File: src/rtl/slot_linked_list_manager_assert.svh
// ---------------------------------------------------------------------------
// slot_linked_list_manager_assert.svh
// Assertion macros for the slot linked list manager.
// ---------------------------------------------------------------------------
`ifndef SLOT_LINKED_LIST_MANAGER_ASSERT_SVH
`define SLOT_LINKED_LIST_MANAGER_ASSERT_SVH

`ifndef SYNTH

// Invariant checked at every clock edge out of reset
`define SLLM_ASSERT(lbl, clk_s, rstn_s, cond) \
    lbl: assert property (@(posedge clk_s) disable iff (!rstn_s) (cond)) \
        else $error("sllm invariant violated");

// Implication checked at every clock edge out of reset
`define SLLM_ASSERT_IMP(lbl, clk_s, rstn_s, ante, cons) \
    lbl: assert property (@(posedge clk_s) disable iff (!rstn_s) (ante) |-> (cons)) \
        else $error("sllm implication violated");

`else

`define SLLM_ASSERT(lbl, clk_s, rstn_s, cond)
`define SLLM_ASSERT_IMP(lbl, clk_s, rstn_s, ante, cons)

`endif

`endif

File: src/rtl/sllm_pkg.sv
// ---------------------------------------------------------------------------
// sllm_pkg
// Shared constants, codes and the result record of the slot list manager.
// ---------------------------------------------------------------------------
`default_nettype none

package sllm_pkg;

    localparam int SLOTS_DEFAULT = 32;
    localparam int FIELD_W       = 5;
    localparam int CMD_W         = 2;
    localparam int ST_W          = 2;

    typedef enum logic [CMD_W-1:0] {
        CMD_ADD    = 2'd0,
        CMD_DELETE = 2'd1,
        CMD_NEXT   = 2'd2
    } cmd_e;

    typedef enum logic [ST_W-1:0] {
        ST_OK        = 2'd0,
        ST_FULL      = 2'd1,
        ST_NOT_FOUND = 2'd2
    } status_e;

    typedef struct packed {
        logic [FIELD_W-1:0] slot_index;
        logic [FIELD_W-1:0] next_iterator;
        logic [ST_W-1:0]    status;
        logic [FIELD_W-1:0] entry_count;
    } res_t;

endpackage

`default_nettype wire

File: src/rtl/sllm_ram.sv
// ---------------------------------------------------------------------------
// sllm_ram
// Generic simple dual-port RAM, one write and one registered read port.
// ---------------------------------------------------------------------------
`default_nettype none

module sllm_ram #(
    parameter int WIDTH = 8,
    parameter int DEPTH = 32
) (
    input  wire logic                     clk,
    input  wire logic                     we,
    input  wire logic [$clog2(DEPTH)-1:0] waddr,
    input  wire logic [WIDTH-1:0]         wdata,
    input  wire logic [$clog2(DEPTH)-1:0] raddr,
    output logic      [WIDTH-1:0]         rdata
);

    logic [WIDTH-1:0] mem [DEPTH];
    logic [WIDTH-1:0] rdata_reg;

    always_ff @(posedge clk)
    begin
        if (we)
        begin
            mem[waddr] <= wdata;
        end
        rdata_reg <= mem[raddr];
    end

    assign rdata = rdata_reg;

endmodule

`default_nettype wire

File: src/rtl/sllm_outbuf.sv
// ---------------------------------------------------------------------------
// sllm_outbuf
// Output register: holds one finished result item until the sink takes it.
// ---------------------------------------------------------------------------
`default_nettype none

module sllm_outbuf (
    input  wire logic                          clk,
    input  wire logic                          rst_n,
    input  wire logic                          load_valid,
    output logic                               load_ready,
    input  wire sllm_pkg::res_t                load_data,
    output logic                               out_valid,
    input  wire logic                          out_ready,
    output logic [sllm_pkg::FIELD_W-1:0]       slot_index,
    output logic [sllm_pkg::FIELD_W-1:0]       next_iterator,
    output logic [sllm_pkg::ST_W-1:0]          status,
    output logic [sllm_pkg::FIELD_W-1:0]       entry_count
);

    import sllm_pkg::*;

    logic valid_reg;
    logic valid_next;
    res_t data_reg;

    assign load_ready = !valid_reg || out_ready;

    always_comb
    begin
        valid_next = valid_reg;
        if (out_ready)
        begin
            valid_next = 1'b0;
        end
        if (load_valid && load_ready)
        begin
            valid_next = 1'b1;
        end
    end

    always_ff @(posedge clk or negedge rst_n)
    begin
        if (!rst_n)
        begin
            valid_reg <= 1'b0;
        end
        else
        begin
            valid_reg <= valid_next;
        end
    end

    always_ff @(posedge clk)
    begin
        if (load_valid && load_ready)
        begin
            data_reg <= load_data;
        end
    end

    assign out_valid     = valid_reg;
    assign slot_index    = data_reg.slot_index;
    assign next_iterator = data_reg.next_iterator;
    assign status        = data_reg.status;
    assign entry_count   = data_reg.entry_count;

endmodule

`default_nettype wire

File: src/rtl/slot_linked_list_manager.sv
// ---------------------------------------------------------------------------
// slot_linked_list_manager
// Circular insertion-ordered list over a table of slots; links kept in RAM.
// ---------------------------------------------------------------------------
//  channel  handshake            payload
//  in       in_valid / in_ready  command, slot, iterator
//  out      out_valid/ out_ready slot_index, next_iterator, status, entry_count
//
//  One item at a time; in_ready is high whenever the controller is idle,
//  also while a result waits in the output register.
//  add:    scans the occupancy flops upward from slot 1 for the lowest free
//          slot (one slot per cycle), then links it; no scan when full.
//  delete: reads the victim's successor, then walks from head to the
//          predecessor (one link RAM read per cycle); no walk on a miss or last entry.
//  next:   one link RAM read. Every command waits while the output register is full.
//  Reset clears occupancy flops, head, tail and count; link RAM needs none.
// ---------------------------------------------------------------------------
`default_nettype none

`include "slot_linked_list_manager_assert.svh"

module slot_linked_list_manager #(
    parameter int SLOTS = sllm_pkg::SLOTS_DEFAULT
) (
    input  wire logic                          clk,
    input  wire logic                          rst_n,
    input  wire logic                          in_valid,
    output logic                               in_ready,
    input  wire logic [sllm_pkg::CMD_W-1:0]    command,
    input  wire logic [sllm_pkg::FIELD_W-1:0]  slot,
    input  wire logic [sllm_pkg::FIELD_W-1:0]  iterator,
    output logic                               out_valid,
    input  wire logic                          out_ready,
    output logic [sllm_pkg::FIELD_W-1:0]       slot_index,
    output logic [sllm_pkg::FIELD_W-1:0]       next_iterator,
    output logic [sllm_pkg::ST_W-1:0]          status,
    output logic [sllm_pkg::FIELD_W-1:0]       entry_count
);

    import sllm_pkg::*;

    localparam int IW = $clog2(SLOTS);
    localparam int XW = ((IW > FIELD_W) ? IW : FIELD_W) + 1;
    localparam logic [IW-1:0] LAST_SLOT = IW'(SLOTS - 1);

    typedef enum logic [3:0] {
        S_IDLE,
        S_DISPATCH,
        S_ADD_SCAN,
        S_ADD_LINK,
        S_ADD_TAIL,
        S_DEL_SUCC,
        S_DEL_WALK,
        S_NEXT_RD,
        S_RESP
    } state_t;

    state_t              state_reg, state_next;
    cmd_e                cmd_reg, cmd_next;
    logic [FIELD_W-1:0]  slot_in_reg, slot_in_next;
    logic [FIELD_W-1:0]  iter_in_reg, iter_in_next;
    logic [IW-1:0]       idx_reg, idx_next;
    logic [IW-1:0]       succ_reg, succ_next;
    logic [IW-1:0]       head_reg, head_next;
    logic [IW-1:0]       tail_reg, tail_next;
    logic [IW-1:0]       count_reg, count_next;
    logic [SLOTS-1:0]    occ_reg, occ_next;
    res_t                res_reg, res_next;

    logic                ram_we;
    logic [IW-1:0]       ram_waddr;
    logic [IW-1:0]       ram_wdata;
    logic [IW-1:0]       ram_raddr;
    logic [IW-1:0]       ram_rdata;

    logic                res_valid;
    logic                res_ready;

    logic [XW-1:0]       slot_x;
    logic [XW-1:0]       iter_x;
    logic [IW-1:0]       slot_idx;
    logic [IW-1:0]       iter_idx;
    logic                slot_used;
    logic                iter_used;

    assign slot_x    = XW'(slot_in_reg);
    assign iter_x    = XW'(iter_in_reg);
    assign slot_idx  = slot_x[IW-1:0];
    assign iter_idx  = iter_x[IW-1:0];
    assign slot_used = (slot_x != '0) && (slot_x < XW'(SLOTS)) && occ_reg[slot_idx];
    assign iter_used = (iter_x != '0) && (iter_x < XW'(SLOTS)) && occ_reg[iter_idx];

    assign in_ready  = (state_reg == S_IDLE);
    assign res_valid = (state_reg == S_RESP);

    always_comb
    begin
        state_next   = state_reg;
        cmd_next     = cmd_reg;
        slot_in_next = slot_in_reg;
        iter_in_next = iter_in_reg;
        idx_next     = idx_reg;
        succ_next    = succ_reg;
        head_next    = head_reg;
        tail_next    = tail_reg;
        count_next   = count_reg;
        occ_next     = occ_reg;
        res_next     = res_reg;
        ram_we       = 1'b0;
        ram_waddr    = idx_reg;
        ram_wdata    = head_reg;
        ram_raddr    = '0;

        case (state_reg)
            S_IDLE:
            begin
                if (in_valid)
                begin
                    cmd_next     = cmd_e'(command);
                    slot_in_next = slot;
                    iter_in_next = iterator;
                    state_next   = S_DISPATCH;
                end
            end

            S_DISPATCH:
            begin
                res_next.slot_index    = '0;
                res_next.next_iterator = '0;
                res_next.status        = ST_OK;
                res_next.entry_count   = FIELD_W'(count_reg);
                state_next             = S_RESP;
                case (cmd_reg)
                    CMD_ADD:
                    begin
                        if (count_reg == LAST_SLOT)
                        begin
                            res_next.status = ST_FULL;
                        end
                        else
                        begin
                            idx_next   = IW'(1);
                            state_next = S_ADD_SCAN;
                        end
                    end
                    CMD_DELETE:
                    begin
                        if (!slot_used)
                        begin
                            res_next.status = ST_NOT_FOUND;
                        end
                        else if (count_reg == IW'(1))
                        begin
                            occ_next[slot_idx]   = 1'b0;
                            head_next            = '0;
                            tail_next            = '0;
                            count_next           = '0;
                            res_next.entry_count = '0;
                        end
                        else
                        begin
                            ram_raddr  = slot_idx;
                            state_next = S_DEL_SUCC;
                        end
                    end
                    CMD_NEXT:
                    begin
                        if (!iter_used)
                        begin
                            res_next.status = ST_NOT_FOUND;
                        end
                        else
                        begin
                            ram_raddr  = iter_idx;
                            state_next = S_NEXT_RD;
                        end
                    end
                    default:
                    begin
                        res_next.status = ST_OK;
                    end
                endcase
            end

            // not full, so a free slot turns up before the end
            S_ADD_SCAN:
            begin
                if (!occ_reg[idx_reg])
                begin
                    state_next = S_ADD_LINK;
                end
                else
                begin
                    idx_next = idx_reg + IW'(1);
                end
            end

            // occupancy flag is set together with the count update
            S_ADD_LINK:
            begin
                ram_we    = 1'b1;
                ram_waddr = idx_reg;
                if (count_reg == '0)
                begin
                    ram_wdata              = idx_reg;
                    occ_next[idx_reg]      = 1'b1;
                    head_next              = idx_reg;
                    tail_next              = idx_reg;
                    count_next             = IW'(1);
                    res_next.slot_index    = FIELD_W'(idx_reg);
                    res_next.entry_count   = FIELD_W'(IW'(1));
                    state_next             = S_RESP;
                end
                else
                begin
                    ram_wdata  = head_reg;
                    state_next = S_ADD_TAIL;
                end
            end

            S_ADD_TAIL:
            begin
                ram_we               = 1'b1;
                ram_waddr            = tail_reg;
                ram_wdata            = idx_reg;
                occ_next[idx_reg]    = 1'b1;
                tail_next            = idx_reg;
                count_next           = count_reg + IW'(1);
                res_next.slot_index  = FIELD_W'(idx_reg);
                res_next.entry_count = FIELD_W'(count_reg + IW'(1));
                state_next           = S_RESP;
            end

            S_DEL_SUCC:
            begin
                succ_next  = ram_rdata;
                ram_raddr  = head_reg;
                idx_next   = head_reg;
                state_next = S_DEL_WALK;
            end

            // walk from head; the entry linking to the victim is its predecessor
            S_DEL_WALK:
            begin
                if (ram_rdata == slot_idx)
                begin
                    ram_we    = 1'b1;
                    ram_waddr = idx_reg;
                    ram_wdata = succ_reg;
                    if (head_reg == slot_idx)
                    begin
                        head_next = succ_reg;
                    end
                    if (tail_reg == slot_idx)
                    begin
                        tail_next = idx_reg;
                    end
                    occ_next[slot_idx]   = 1'b0;
                    count_next           = count_reg - IW'(1);
                    res_next.entry_count = FIELD_W'(count_reg - IW'(1));
                    state_next           = S_RESP;
                end
                else
                begin
                    idx_next  = ram_rdata;
                    ram_raddr = ram_rdata;
                end
            end

            S_NEXT_RD:
            begin
                res_next.slot_index    = FIELD_W'(iter_idx);
                res_next.next_iterator = (iter_idx == tail_reg) ? '0 : FIELD_W'(ram_rdata);
                state_next             = S_RESP;
            end

            S_RESP:
            begin
                if (res_ready)
                begin
                    state_next = S_IDLE;
                end
            end

            default:
            begin
                state_next = S_IDLE;
            end
        endcase
    end

    always_ff @(posedge clk or negedge rst_n)
    begin
        if (!rst_n)
        begin
            state_reg   <= S_IDLE;
            cmd_reg     <= CMD_ADD;
            slot_in_reg <= '0;
            iter_in_reg <= '0;
            idx_reg     <= '0;
            succ_reg    <= '0;
            head_reg    <= '0;
            tail_reg    <= '0;
            count_reg   <= '0;
            occ_reg     <= '0;
            res_reg     <= '0;
        end
        else
        begin
            state_reg   <= state_next;
            cmd_reg     <= cmd_next;
            slot_in_reg <= slot_in_next;
            iter_in_reg <= iter_in_next;
            idx_reg     <= idx_next;
            succ_reg    <= succ_next;
            head_reg    <= head_next;
            tail_reg    <= tail_next;
            count_reg   <= count_next;
            occ_reg     <= occ_next;
            res_reg     <= res_next;
        end
    end

    sllm_ram #(
        .WIDTH (IW),
        .DEPTH (SLOTS)
    ) u_link_ram (
        .clk   (clk),
        .we    (ram_we),
        .waddr (ram_waddr),
        .wdata (ram_wdata),
        .raddr (ram_raddr),
        .rdata (ram_rdata)
    );

    sllm_outbuf u_outbuf (
        .clk           (clk),
        .rst_n         (rst_n),
        .load_valid    (res_valid),
        .load_ready    (res_ready),
        .load_data     (res_reg),
        .out_valid     (out_valid),
        .out_ready     (out_ready),
        .slot_index    (slot_index),
        .next_iterator (next_iterator),
        .status        (status),
        .entry_count   (entry_count)
    );

    // occupancy flops and the count must agree; slot 0 is never taken
    `SLLM_ASSERT(a_count_matches_occ, clk, rst_n, ($countones(occ_reg) == int'(count_reg)) && !occ_reg[0])
    `SLLM_ASSERT(a_head_zero_iff_empty, clk, rst_n, (count_reg == '0) == (head_reg == '0))
    `SLLM_ASSERT_IMP(a_ends_occupied, clk, rst_n, count_reg != '0, occ_reg[head_reg] && occ_reg[tail_reg])

endmodule

`default_nettype wire
File: config.mk
export PLATFORM = sky130hd
export DESIGN_NAME = slot_linked_list_manager
export DESIGN_NICKNAME = d
export VERILOG_FILES = /design/src/rtl/sllm_pkg.sv /design/src/rtl/sllm_ram.sv /design/src/rtl/sllm_outbuf.sv /design/src/rtl/slot_linked_list_manager.sv
export VERILOG_INCLUDE_DIRS = /design/src /design/src/rtl
export SDC_FILE = /design/constraint.sdc
export NUM_CORES = 1
export LEC_CHECK = 0
export BUFFER_PORTS_ARGS = -buffer_cell sky130_fd_sc_hd__buf_2
export CORE_MARGIN = 5
export CORE_UTILIZATION = 65
export DETAILED_ROUTE_END_ITERATION = 10
export GPL_ROUTABILITY_DRIVEN = 0
export PLACE_DENSITY = 0.9
export SLEW_MARGIN = 20
export SYNTH_ARGS = -nofsm -noshare
export SYNTH_HDL_FRONTEND = slang
export SYNTH_SLANG_ARGS = --single-unit
File: constraint.sdc
create_clock -name clk -period 4.95 [get_ports clk]
set_input_delay 0.7425 -clock clk [delete_from_list [all_inputs] [get_ports clk]]
set_output_delay 0.7425 -clock clk [all_outputs]
set_load 0.005 [all_outputs]
Yosys cells after proc, flatten, opt, wreduce, memory -nomap -nowiden:

Memory sizes are Yosys's and may differ from the RTL's. A register that Yosys moved wholly into a read port is not among the register bits.
Cells that the tools add are included.
Widths: inputs -> output; s select.

* bitwise operators: 3
* shift operators: 0
* div/mod/pow operators: 0
* multiply operators: 0
* multiplexer cells: 68
* magnitude comparators: 7
* equal/unequal tests: 30
* add/subtract/negate cells: 3
* reductions and logical operators: 29

Operators by type and width (count)
* $mux 32: 5
* $pmux 32 s4: 1
* $mux 5: 22
* $pmux 5 s4: 4
* $pmux 5 s3: 3
* $mux 4: 9
* $and 32x32->32: 1
* $not 32->32: 1
* $or 32x32->32: 1
* $pmux 4 s8: 1
* $lt 5x6->1 const B: 5
* $ne 2x2->1 const B: 12
* $eq 5x5->1: 4
* $pmux 5 s2: 2
* $eq 4x3->1 const B: 4
* $bmux 1 s5: 3
* $pmux 4 s3: 1
* $reduce_and 6->1: 2
* $reduce_bool 4->1: 3
* $reduce_bool 6->1: 2
* $mux 1: 11
* $add 5x1->5 const B: 2
* $demux 1 s5: 2
* $ge 5x1->1 const B: 2
* other kinds (25): 37

* latch bits: 0
* memories kept: 1
* input port bits: 16
* RAM bits: 160
* logic and storage cells: 159
* memory bits (read-only): 0
* register bits after elaboration: 103
* output and inout bits: 19

Memories
* u_link_ram.mem: depth 32, bits a word 5, read ports 1, clocked after Yosys merged registers in 1, wr ports 1, line sllm_ram.sv:19 `logic [WIDTH-1:0] mem [DEPTH];`

Logic depth before layout (Yosys ltp):

Gate-level depths: netlist (run 1).

* depth after elaboration: 10
* mapped depth: 16

Modules after synthesis:

Synthesis (run 1) repeated with hierarchy kept, for this count alone.

* cell total of the unflattened synthesis: 941
* area total of the unflattened synthesis: 12769.7 µm²

Modules (own cells, without submodules)
* sllm_ram: sequential area each 4904.7 µm², times used 1, cells an instance 277, area each 6344.8 µm²
* slot_linked_list_manager: sequential area each 2127.0 µm², times used 1, cells an instance 643, area each 5860.6 µm²
* sllm_outbuf: sequential area each 535.5 µm², times used 1, cells an instance 21, area each 564.3 µm²

Worst setup path after synthesis (run 1):

OpenSTA, ideal clock, no wires.

* path kind: register to register
* start point: register slot_in_reg[0] (netlist: slot_idx[0])
* end point: register u_link_ram.rdata_reg[0] (netlist: u_link_ram.rdata[0]), read port of u_link_ram.mem
* stages on the path, launching flop included: 14
* setup slack: 2112 ps
* required time: 4810 ps
* clock period less this slack: 2838 ps
* path buffers: 3
* data arrival time: 2698 ps
* setup time: 140 ps
* cell sequence: dfrtp_1 -> buf_6 -> mux4_2 -> nor2b_1 -> a21oi_2 -> o2111ai_2 -> a41oi_2 -> and2_1 -> buf_6 -> buf_6 -> mux2i_1 -> mux2i_1 -> a2111oi_0 -> a32oi_1

* longest elaborated chain between the ends: 6

RTL lines
* start, declared: line slot_linked_list_manager.sv:60 `logic [FIELD_W-1:0] slot_in_reg, slot_in_next;`
* start signal, assigned: line slot_linked_list_manager.sv:312 `slot_in_reg <= slot_in_next;`
* $bmux 1 s5, or another cell as far along: line slot_linked_list_manager.sv:90 `assign slot_used = (slot_x != '0) && (slot_x < XW'(SLOTS)) && occ_reg[slot_idx];`
* $mux 1 (implied by the code) / $logic_and 1x1->1 (equally long branches): line slot_linked_list_manager.sv:90
* $logic_and 1x1->1: line slot_linked_list_manager.sv:90
* $mux 5: line slot_linked_list_manager.sv:148 `if (!slot_used)`
* $pmux 5 s2: line slot_linked_list_manager.sv:133 `case (cmd_reg)`
* $pmux 5 s3 *: line slot_linked_list_manager.sv:114 `case (state_reg)`
* end, declared: line sllm_ram.sv:20 `logic [WIDTH-1:0] rdata_reg;`

Mark *: on every way between the ends. The rest lies on a longest branch, timed or not. The select of a mux whose other input is x is not followed.
A chain may end at the register's enable or synchronous reset.

Worst setup path after layout (run 1):

* start point: register state_reg[0]
* end point: memory u_link_ram.mem[18][2] (netlist bit), data pin

* longest elaborated chain between the ends: 2

RTL lines
* start, declared: line slot_linked_list_manager.sv:58 `state_t state_reg, state_next;`
* start signal, assigned: line slot_linked_list_manager.sv:310 `state_reg <= state_next;`
* $eq 4x3->1 / $eq 4x2->1 (equally long branches): line slot_linked_list_manager.sv:114
* $pmux 5 s3 *: line slot_linked_list_manager.sv:114
* named net ram_wdata[2]: line slot_linked_list_manager.sv:72 `logic [IW-1:0] ram_wdata;`
* end, declared: line sllm_ram.sv:19

The timed path passes the listed nets; every way through them passes the cells marked *.

==> flow_summary.json, run 1 <==
{
  "cts_resized": 0,
  "p_clk_share_pct": 27.4,
  "vias_per_cell": 7.10,
  "antenna_cells": 0,
  "clock_latency_ns": 0.54,
  "grt_pass1_wl_um": 54600,
  "status": "finished clean",
  "fillers": 1183,
  "cts_tree": "built",
  "power.leakage_nw": 5.17,
  "coreArea_um2": 19500,
  "antenna_found_initial": 0,
  "yosys_warnings": 0,
  "synth_top_flop_cell": "edfxtp_1",
  "num_vias": 10200,
  "wl_per_cell_um": 24.2,
  "skew_ns": 0.0117,
  "seq_area_um2": 7570,
  "cts-root-buf": "clkbuf_16",
  "cp_top_family": "compound AO/OA/AOI/OAI gates",
  "final_hold_viol_count": 0,
  "period_needed_ns": 4.33,
  "hpwlAfterDp_um": 22200,
  "multi_input_area_um2": 4920,
  "rows": 51,
  "synth.distinct_cells": 73,
  "gr-total-overflow": 0,
  "h-tree-depth": 1,
  "synthTopCellsByArea": "edfxtp_1, dfrtp_1, nand2_1",
  "crit_type": "flip-flop to flip-flop",
  "port_buffers": 34,
  "setup_tns_ns": 0,
  "post-route-period-util_pct": 87.4,
  "p_total_mw": 7.53,
  "grt_max_degree": 87,
  "cts_buffers": 27,
  "setup_viol": 0,
  "clk_pin_slew_ns": 0.06,
  "synth_edf_count": 177,
  "path_cells": "nand2_1, o22a_1, o21ai_0, nor2b_1, nand2b_1, a222oi_1, clkinv_1",
  "cp_data_arrival_time_ns": 4.28,
  "rr_worst_depth": 7,
  "cap_violations": 0,
  "slew_headroom_pct": 25.1,
  "layout-drive-gt1-share_pct": 12.1,
  "rsz0062_at_grt": "false",
  "clock_path_buffers": 3,
  "die_area_um2": 22700,
  "hp-class": "input port to asynchronous set/reset pin",
  "rr_endpoint": "u_link_ram.mem[18][2]$_DFFE_PP_",
  "io_pins": 35,
  "crit_path_max_incr_delay_ns": 0.90,
  "whs_ns": 0.268,
  "power.internal_mw": 4.74,
  "synth_area_per_cell_um2": 11.4,
  "grtUsageTotal_pct": 30.8,
  "die_x_um": 151,
  "synth_top_area_share_pct": 41.3,
  "p_comb_share_pct": 29.5,
  "fmax_ghz": 0.231,
  "drtPass1Iterations": 8,
  "path_depth": 7,
  "largest_reg_flops": 160,
  "r2r_slack_ns": 0.62,
  "seq_power_share_pct": 43.1,
  "syn_area_um2": 12900,
  "cts_num_sinks": 268,
  "cp_slowest_cell": "clkinv_1",
  "tightest_slew_ns": 1.12,
  "worst-path-max-fanout": 32,
  "drcViolationCount": 0,
  "critPathRequiredTime_ns": 4.90,
  "drt_iter0_drc": 1686,
  "slew_viol_final": 0,
  "cts_setup_buffers": 0,
  "fin_cells": 1432,
  "syn-instance-count": 1132,
  "chipHeight_um": 151,
  "dpl.cell_count": 1382,
  "ys_ff_latch": 268,
  "end_kind": "flip-flop",
  "synth_top_area_cell": "edfxtp_1",
  "synthArstFlopShare_pct": 32.1,
  "switching_power_mw": 2.79,
  "detail-route-antenna-nets": 0,
  "yosysSeqAreaShare_pct": 58.7,
  "switching_share_pct": 37.0,
  "routed_wl_um": 34600,
  "peakVddDrop_mv": 0.264,
  "fin_nets": 1175,
  "cts_hold_buf": 0,
  "p_per_area_nw_per_um2": 534,
  "crit_buf_inv": 1,
  "synth.net_count": 1161,
  "r2r-start": "state_reg[0]$_DFFE_PN0P_",
  "area_growth_pct": 9.43,
  "start_util_pct": 66.2,
  "grt_pass1_vias": 9947,
  "setup.worst_path.start_class": "flip-flop"
}
power groups by stage:
stage	Sequential [mW]	Combinational [mW]	Clock, mW
floorplan	2.88	1.76	0
global placement	3.23	2.03	0
detailed placement	3.24	2.11	0
CTS	3.20	2.14	2.07
global route	3.25	2.37	2.17
finish	3.24	2.22	2.06
cell usage after synthesis, types with 5 or more instances:
cell	instances
o21ai_1	9
inv_1	17
nor3_1	30
edfxtp_1	177
xnor2_1	14
ha_1	13
a32oi_1	11
buf_6	8
xor2_1	7
and2_1	12
mux4_2	12
nand2_1	180
o31ai_1	7
a22oi_1	29
mux2_2	18
nand3_1	47
nand3b_1	6
a21oi_1	50
buf_2	16
or3_1	6
clkbuf_1	34
and3_1	7
nor2_1	69
a221oi_1	6
mux2i_1	48
a22o_1	14
a222oi_1	7
dfrtp_1	86
nor2b_1	6
dfxtp_1	5
o21ai_0	83
nand2b_1	18
buf_1	5
area by class of cell:
cell class                 count  area share, %
sequential                   268           53.7
multi-input combinational    781           34.9
clock buffer                  30           5.02
tap                          265           2.35
timing repair buffer          51           2.25
clock inverter                20           1.36
inverter                      17          0.453
cell families after synthesis:
kind of cell | synth area share, %
AOI/OAI and AO/OA | 14.0
xor gates and xnor gates | 1.43
adders and majority gates | 1.26
buffers and inverters | 3.13
DFF | 58.7
muxes | 7.40
and+or+nand+nor | 14.0
how the worst max path moves through the flow:
| stage | end | slack (ns) | startpoint |
|---|---|---|---|
| 2_1_floorplan | u_link_ram.rdata[0]$_DFF_P_ | 2.11 | slot_idx[0]$_DFFE_PN0P_ |
| 3_3_place_gp | u_link_ram.rdata[2]$_DFF_P_ | 1.10 | iter_idx[0]$_DFFE_PN0P_ |
| 3_5_place_dp | u_link_ram.rdata[2]$_DFF_P_ | 0.95 | slot_idx[0]$_DFFE_PN0P_ |
| 4_1_cts | u_link_ram.rdata[0]$_DFF_P_ | 0.76 | slot_idx[0]$_DFFE_PN0P_ |
| 5_1_grt | u_link_ram.mem[15][2]$_DFFE_PP_ | 0.48 | state_reg[0]$_DFFE_PN0P_ |
| 6_report | u_link_ram.mem[18][2]$_DFFE_PP_ | 0.62 | state_reg[0]$_DFFE_PN0P_ |
layer usage:
metal	vias up	global-route usage, %	part of all wire (%)
met3	229	8.23	15
met2	997	47.2	44
met5	-	0	0
met1	4693	41.7	34
li1	4243	-	-
met4	0	14.0	6.0
cells in the final DEF, fill, tap and decap left out, types with 5 or more instances in the layout:
master | netlist | layout
dfrtp_1 | 86 | 86
a22oi_1 | 29 | 29
clkinv_1 | 0 | 8
mux2i_1 | 48 | 48
nand3b_1 | 6 | 6
or3_1 | 6 | 6
and3_1 | 7 | 7
xor2_1 | 7 | 7
o31ai_1 | 7 | 7
clkinv_2 | 0 | 5
a222oi_1 | 7 | 7
a221oi_1 | 6 | 6
xnor2_1 | 14 | 14
a21oi_1 | 50 | 50
o21ai_0 | 83 | 83
nor2b_1 | 6 | 6
edfxtp_1 | 177 | 177
buf_4 | 3 | 16
mux2_2 | 18 | 18
nand2b_1 | 18 | 18
ha_1 | 13 | 13
nor2_1 | 69 | 69
dfxtp_1 | 5 | 5
mux4_2 | 12 | 12
and2_1 | 12 | 11
inv_1 | 17 | 15
clkbuf_16 | 0 | 28
a22o_1 | 14 | 14
nor3_1 | 30 | 29
nand3_1 | 47 | 47
nand2_1 | 180 | 180
o21ai_1 | 9 | 9
a32oi_1 | 11 | 11
buf_2 | 16 | 33
stage by stage:
stage	utilization [%]	worst slack [ns]	cell area, um^2
floorplan	-	2.11	12900
CTS	72.4	0.759	14100
detailed placement	67.8	0.945	13200
global route	72.4	0.482	14100
global placement	67.8	1.10	13200
finish	72.4	0.622	14100
Power figures use the tool's default switching activity.
==> run 2, diff against run 1 <==
Settings changed: CORE_UTILIZATION 65 to 63, PLACE_DENSITY 0.9 to 0.87.
Clock period 4.95 ns to 4.5 ns, I/O delays scaled along.
==> run 2 against run 1 <==
Clock-buffer cell count is 7 higher. Clock skew grew 0.0040 ns. Utilization down 2.5 points. Die area rose by 3.0%. Non-clock buffer count increased by 5. Sequential share of layout area is essentially flat. First-iteration DRC count fell by 12%. Routed wire length down 3.0%. Total power up 9.0%. Cell area about the same. Critical endpoint is now u_link_ram.mem[23][1]$_DFFE_PP_. Largest cell class unchanged.
==> flow_summary.json, run 2 (synthesis results as in run 1) <==
{
  "seq_power_share_pct": 42.9,
  "hp-class": "input port to asynchronous set/reset pin",
  "cts-root-buf": "clkbuf_16",
  "die_area_um2": 23400,
  "vias_per_cell": 6.86,
  "rows": 52,
  "switching_share_pct": 36.6,
  "multi_input_area_um2": 4920,
  "final_common_cell": "nand2_1",
  "cap_violations": 0,
  "cts_resized": 0,
  "critPathRequiredTime_ns": 4.43,
  "peakVddDrop_mv": 0.300,
  "worst-path-max-fanout": 32,
  "clk_pin_slew_ns": 0.06,
  "drtPass1Iterations": 9,
  "start_util_pct": 63.9,
  "skew_ns": 0.0157,
  "grt_pass1_vias": 9562,
  "setup.worst_path.start_class": "flip-flop",
  "coreArea_um2": 20200,
  "cts_buffers": 27,
  "grt_pass1_wl_um": 53100,
  "rsz0062_at_grt": "false",
  "grtUsageTotal_pct": 28.2,
  "placed_area_um2": 13200,
  "detail-route-antenna-nets": 0,
  "p_per_area_nw_per_um2": 581,
  "switching_power_mw": 3.00,
  "setup_tns_ns": 0,
  "cp_top_family": "compound AO/OA/AOI/OAI gates",
  "num_vias": 9889,
  "final_hold_viol_count": 0,
  "power.internal_mw": 5.20,
  "port_buffers": 34,
  "seq_area_um2": 7570,
  "gr-total-overflow": 0,
  "p_clk_share_pct": 27.0,
  "slew_headroom_pct": 26.5,
  "drt_iter0_drc": 1488,
  "cp_slowest_cell": "clkinv_1",
  "crit_type": "flip-flop to flip-flop",
  "antenna_found_initial": 1,
  "die_x_um": 153,
  "area_growth_pct": 9.53,
  "crit_buf_inv": 1,
  "cts_hold_buf": 0,
  "post-route-period-util_pct": 96.6,
  "routed_wl_um": 33600,
  "largest_reg_flops": 160,
  "power.leakage_nw": 5.18,
  "layout_common_cells": "nand2_1, edfxtp_1, dfrtp_1, o21ai_0, nor2_1",
  "status": "finished clean",
  "design_area_um2": 14100,
  "clock_latency_ns": 0.55,
  "end_kind": "flip-flop",
  "tightest_slew_ns": 1.10,
  "fmax_ghz": 0.230,
  "setup_viol": 0,
  "wl_per_cell_um": 23.3,
  "cts_tree": "built",
  "h-tree-depth": 1,
  "cts_setup_buffers": 0,
  "antenna_cells": 0,
  "fin_nets": 1180,
  "drcViolationCount": 0,
  "crit_path_max_incr_delay_ns": 0.93,
  "hpwlAfterDp_um": 22100,
  "fillers": 1349,
  "io_pins": 35,
  "cts_num_sinks": 268,
  "period_needed_ns": 4.35,
  "path_cells": "nand2_1, o22a_1, o21ai_0, nor2b_1, nand2b_1, a222oi_1, clkinv_1",
  "layout-drive-gt1-share_pct": 11.9,
  "chipHeight_um": 153,
  "grt_max_degree": 87,
  "cp_data_arrival_time_ns": 4.28,
  "clock_path_buffers": 3,
  "slew_viol_final": 0,
  "p_comb_share_pct": 30.1
}
==> run 2: through the flow <==
step / worst slack [ns] / instances / hold WS, ns / power [mW] / util, %
5_1_grt: 0.0215 / 1442 / 0.261 / 8.54 / 70.0
4_1_cts: 0.381 / 1442 / 0.355 / 8.11 / 69.9
3_3_place_gp: 0.677 / 1392 / 0.431 / 5.81 / 65.6
6_report: 0.155 / 1442 / 0.199 / 8.20 / 70.0
3_5_place_dp: 0.452 / 1392 / 0.433 / 5.90 / 65.6
2_1_floorplan: 1.66 / 1132 / 0.379 / 5.11 / -
==> run 2: worst paths after layout <==
path | from | end | slack, ns | cells past startpoint
max in group asynchronous | rst_n | occ_reg[12]$_DFFE_PN0P_ | 3.79 | 1
worst max register to register | state_reg[0]$_DFFE_PN0P_ | u_link_ram.mem[23][1]$_DFFE_PP_ | 0.15 | 7
worst min register to register | res_reg[12]$_DFFE_PN0P_ | u_outbuf.slot_index[0]$_DFFE_PP_ | 0.45 | 0
min in group clk | out_ready | u_outbuf.out_valid$_DFFE_PN0P_ | 0.36 | 2
worst max-delay path | state_reg[0]$_DFFE_PN0P_ | u_link_ram.mem[23][1]$_DFFE_PP_ | 0.15 | 7
worst min-delay path | rst_n | res_reg[15]$_DFFE_PN0P_ | 0.20 | 1
==> run 2: cell type report <==
class | count | area share (%)
Sequential cell | 268 | 53.6
Timing Repair Buffer | 56 | 2.51
Tap cell | 270 | 2.39
Clock inverter | 13 | 1.10
Multi-Input combinational cell | 781 | 34.9
Clock buffer | 37 | 5.05
Inverter | 17 | 0.452
==> run 2: power by group through the flow <==
stage / sequential [mW] / combinational, mW / clock [mW]
2_1_floorplan: 3.17 / 1.94 / 0
3_3_place_gp: 3.51 / 2.30 / 0
3_5_place_dp: 3.53 / 2.37 / 0
4_1_cts: 3.48 / 2.40 / 2.23
5_1_grt: 3.54 / 2.67 / 2.34
6_report: 3.52 / 2.47 / 2.21
==> run 2: per-layer routing <==
layer | track usage [%] | vias up | part of all wire (%)
met4 | 11.0 | 2 | 4.3
met1 | 39.7 | 4688 | 36
met2 | 44.2 | 816 | 46
met3 | 5.26 | 138 | 13
met5 | 0 | - | 0.033
li1 | - | 4245 | -
==> run 3, diff against run 2 <==
Settings changed: CTS_CLUSTER_SIZE set to 25, SYNTH_HIERARCHICAL set to 1.
==> run 3 against run 2 <==
First-iteration DRC count down 22%. Final cell count decreased by 13%. Sequential cell count unchanged. Critical endpoint is now u_link_ram/rdata[1]$_DFF_P_. Synthesized cell count decreased by 17%. Routed wire length decreased by 6.7%.
==> flow_summary.json, run 3 <==
{
  "status": "finished clean",
  "drtPass1Iterations": 7,
  "layout_common_cells": "edfxtp_1, dfrtp_1, o21ai_0, nor2_1",
  "port_buffers": 34,
  "antenna_cells": 0,
  "gr-total-overflow": 0,
  "crit_path_max_incr_delay_ns": 0.60,
  "cts_hold_buf": 0,
  "met3_usage_pct": 4.77,
  "cts_num_sinks": 268,
  "crit_type": "flip-flop to flip-flop",
  "chipHeight_um": 152,
  "synthTopCellsByArea": "edfxtp_1, dfrtp_1, mux4_2",
  "whs_ns": 0.127,
  "slew_viol_final": 0,
  "wl_per_cell_um": 25.0,
  "clk_pin_slew_ns": 0.06,
  "drt_iter0_drc": 1156,
  "io_pins": 35,
  "synth_top_area_cell": "edfxtp_1",
  "power.leakage_nw": 4.87,
  "die_x_um": 152,
  "synth_edf_count": 177,
  "die_area_um2": 23200,
  "synth.distinct_cells": 65,
  "synth.net_count": 970,
  "path_cells": "buf_4, mux2i_1, o32ai_1, a22oi_1, o211ai_2, nand4_1, nor2_1, a221o_1, buf_4, mux4_2, mux4_2, mux2_2",
  "rsz0062_at_grt": "false",
  "yosys_warnings": 6,
  "grt_busiest_layer": "met2",
  "skew_ns": 0.0109,
  "peakVddDrop_mv": 0.348,
  "period_needed_ns": 4.25,
  "cp_slowest_cell": "dfrtp_1",
  "seq_area_um2": 7570,
  "final_common_cell": "edfxtp_1",
  "setup_viol": 0,
  "synth_common_cells": "edfxtp_1, dfrtp_1, o21ai_0, nor2_1",
  "cts_resized": 0,
  "yosysMostFrequentCell": "edfxtp_1",
  "yosysSeqAreaShare_pct": 59.3,
  "drcViolationCount": 0,
  "routed_wl_um": 31300,
  "slew_headroom_pct": 25.1,
  "cts_tree": "built",
  "cts_buffers": 27,
  "fin_cells": 1255,
  "synth_area_per_cell_um2": 13.6,
  "syn_area_um2": 12800,
  "cp_data_arrival_time_ns": 4.68,
  "dpl.cell_count": 1207,
  "clock_path_buffers": 3,
  "grt_pass1_wl_um": 48700,
  "hpwlAfterDp_um": 20200,
  "cts-root-buf": "clkbuf_16",
  "synth_top_flop_cell": "edfxtp_1",
  "coreArea_um2": 20100,
  "syn-instance-count": 941,
  "ys_ff_latch": 268,
  "rows": 52,
  "h-tree-depth": 1,
  "detail-route-antenna-nets": 0,
  "post-route-period-util_pct": 94.5,
  "largest_reg_flops": 160,
  "fin_nets": 995,
  "synthArstFlopShare_pct": 32.1,
  "antenna_found_initial": 0,
  "fillers": 1293,
  "fmax_ghz": 0.235,
  "grt_max_degree": 45,
  "grt_pass1_vias": 8395,
  "vias_per_cell": 6.95,
  "grtUsageTotal_pct": 26.5,
  "setup.worst_path.start_class": "flip-flop",
  "grt_use_met1_pct": 35.6,
  "num_vias": 8716,
  "multi_input_area_um2": 4830,
  "grtUsageMet2_pct": 43.8,
  "layout-drive-gt1-share_pct": 20.3,
  "synth_top_area_share_pct": 41.6,
  "area_growth_pct": 9.51,
  "final_hold_viol_count": 0,
  "end_kind": "flip-flop",
  "hp-class": "input port to asynchronous set/reset pin",
  "tightest_slew_ns": 1.11,
  "start_util_pct": 63.5,
  "worst-path-max-fanout": 40,
  "cts_setup_buffers": 0,
  "cap_violations": 0,
  "p_per_area_nw_per_um2": 537,
  "clock_latency_ns": 0.55,
  "critPathRequiredTime_ns": 4.93,
  "setup_tns_ns": 0
}
run 3: cell types whose count changed after synthesis, sizes merged, moves of 10 or more:
cell,before,now
mux2,18,28
a22oi,29,16
a21oi,51,22
mux4,12,62
mux2i,48,27
o21ai,92,73
nor3,30,12
nand2,181,62
run 3: worst max-delay path: cells and delay by family (launching register included):
family | cells | cell delay [ns]
buffers and inverters | 2 | 0.79
DFF | 1 | 0.60
and+or+nand+nor | 2 | 0.53
muxes | 4 | 1.34
AOI/OAI and AO/OA | 4 | 0.86
run 3: cell families after synthesis:
logic type | Yosys count | share of synthesized area [%]
AO/OA/AOI/OAI | 179 | 9.48
XOR/XNOR | 20 | 1.37
adder cells (fa/ha/maj) | 13 | 1.27
buffers and inverters | 87 | 3.01
flip-flops | 268 | 59.3
multiplexers | 117 | 15.5
AND/OR/NAND/NOR | 257 | 10.1
run 3: metrics by stage:
stage | cell area, um^2 | utilization, % | setup slack (ns) | total power [mW]
after floorplan | 12800 | - | 0.776 | 4.84
after global placement | 13200 | 65.6 | 0.466 | 5.36
after detailed placement | 13200 | 65.6 | 0.373 | 5.42
after CTS | 14000 | 69.6 | 0.314 | 7.47
after global routing | 14000 | 69.6 | 0.0161 | 7.84
final | 14000 | 69.6 | 0.247 | 7.51
run 3: final timing paths:
| path | from | endpoint | slack [ns] | depth (start not counted) |
|---|---|---|---|---|
| worst max-delay path | slot_idx[0]$_DFFE_PN0P_ | u_link_ram/rdata[1]$_DFF_P_ | 0.25 | 12 |
| worst min-delay path | rst_n | occ_reg[17]$_DFFE_PN0P_ | 0.13 | 1 |
| worst max register to register | slot_idx[0]$_DFFE_PN0P_ | u_link_ram/rdata[1]$_DFF_P_ | 0.25 | 12 |
| worst min register to register | res_reg[16]$_DFFE_PN0P_ | u_outbuf/slot_index[4]$_DFFE_PP_ | 0.45 | 0 |
| max in group asynchronous | rst_n | res_reg[7]$_DFFE_PN0P_ | 3.38 | 2 |
| min in group clk | slot[1] | slot_idx[1]$_DFFE_PN0P_ | 0.36 | 2 |
run 3: layer usage:
metal / routed length, um / vias up
met1: 11500 / 4272
met5: 0 / -
met3: 2980 / 137
met4: 1500 / 0
li1: - / 3675
met2: 15400 / 632
run 3: area by class of cell:
class / instances / area share [%]
flip-flops and latches: 268 / 54.1
multi-input cells: 586 / 34.5
clock buffers: 37 / 5.24
repair buffers: 57 / 2.56
well taps: 270 / 2.42
inverters: 26 / 0.698
clock inverters: 11 / 0.429
run 3: report_power, final:
group	internal, mW	total (mW)	switching (mW)	leakage (nW)
Sequential	2.91	3.34	0.432	2.69
Clock	1.14	2.04	0.907	0.387
Combinational	0.846	2.12	1.27	1.79
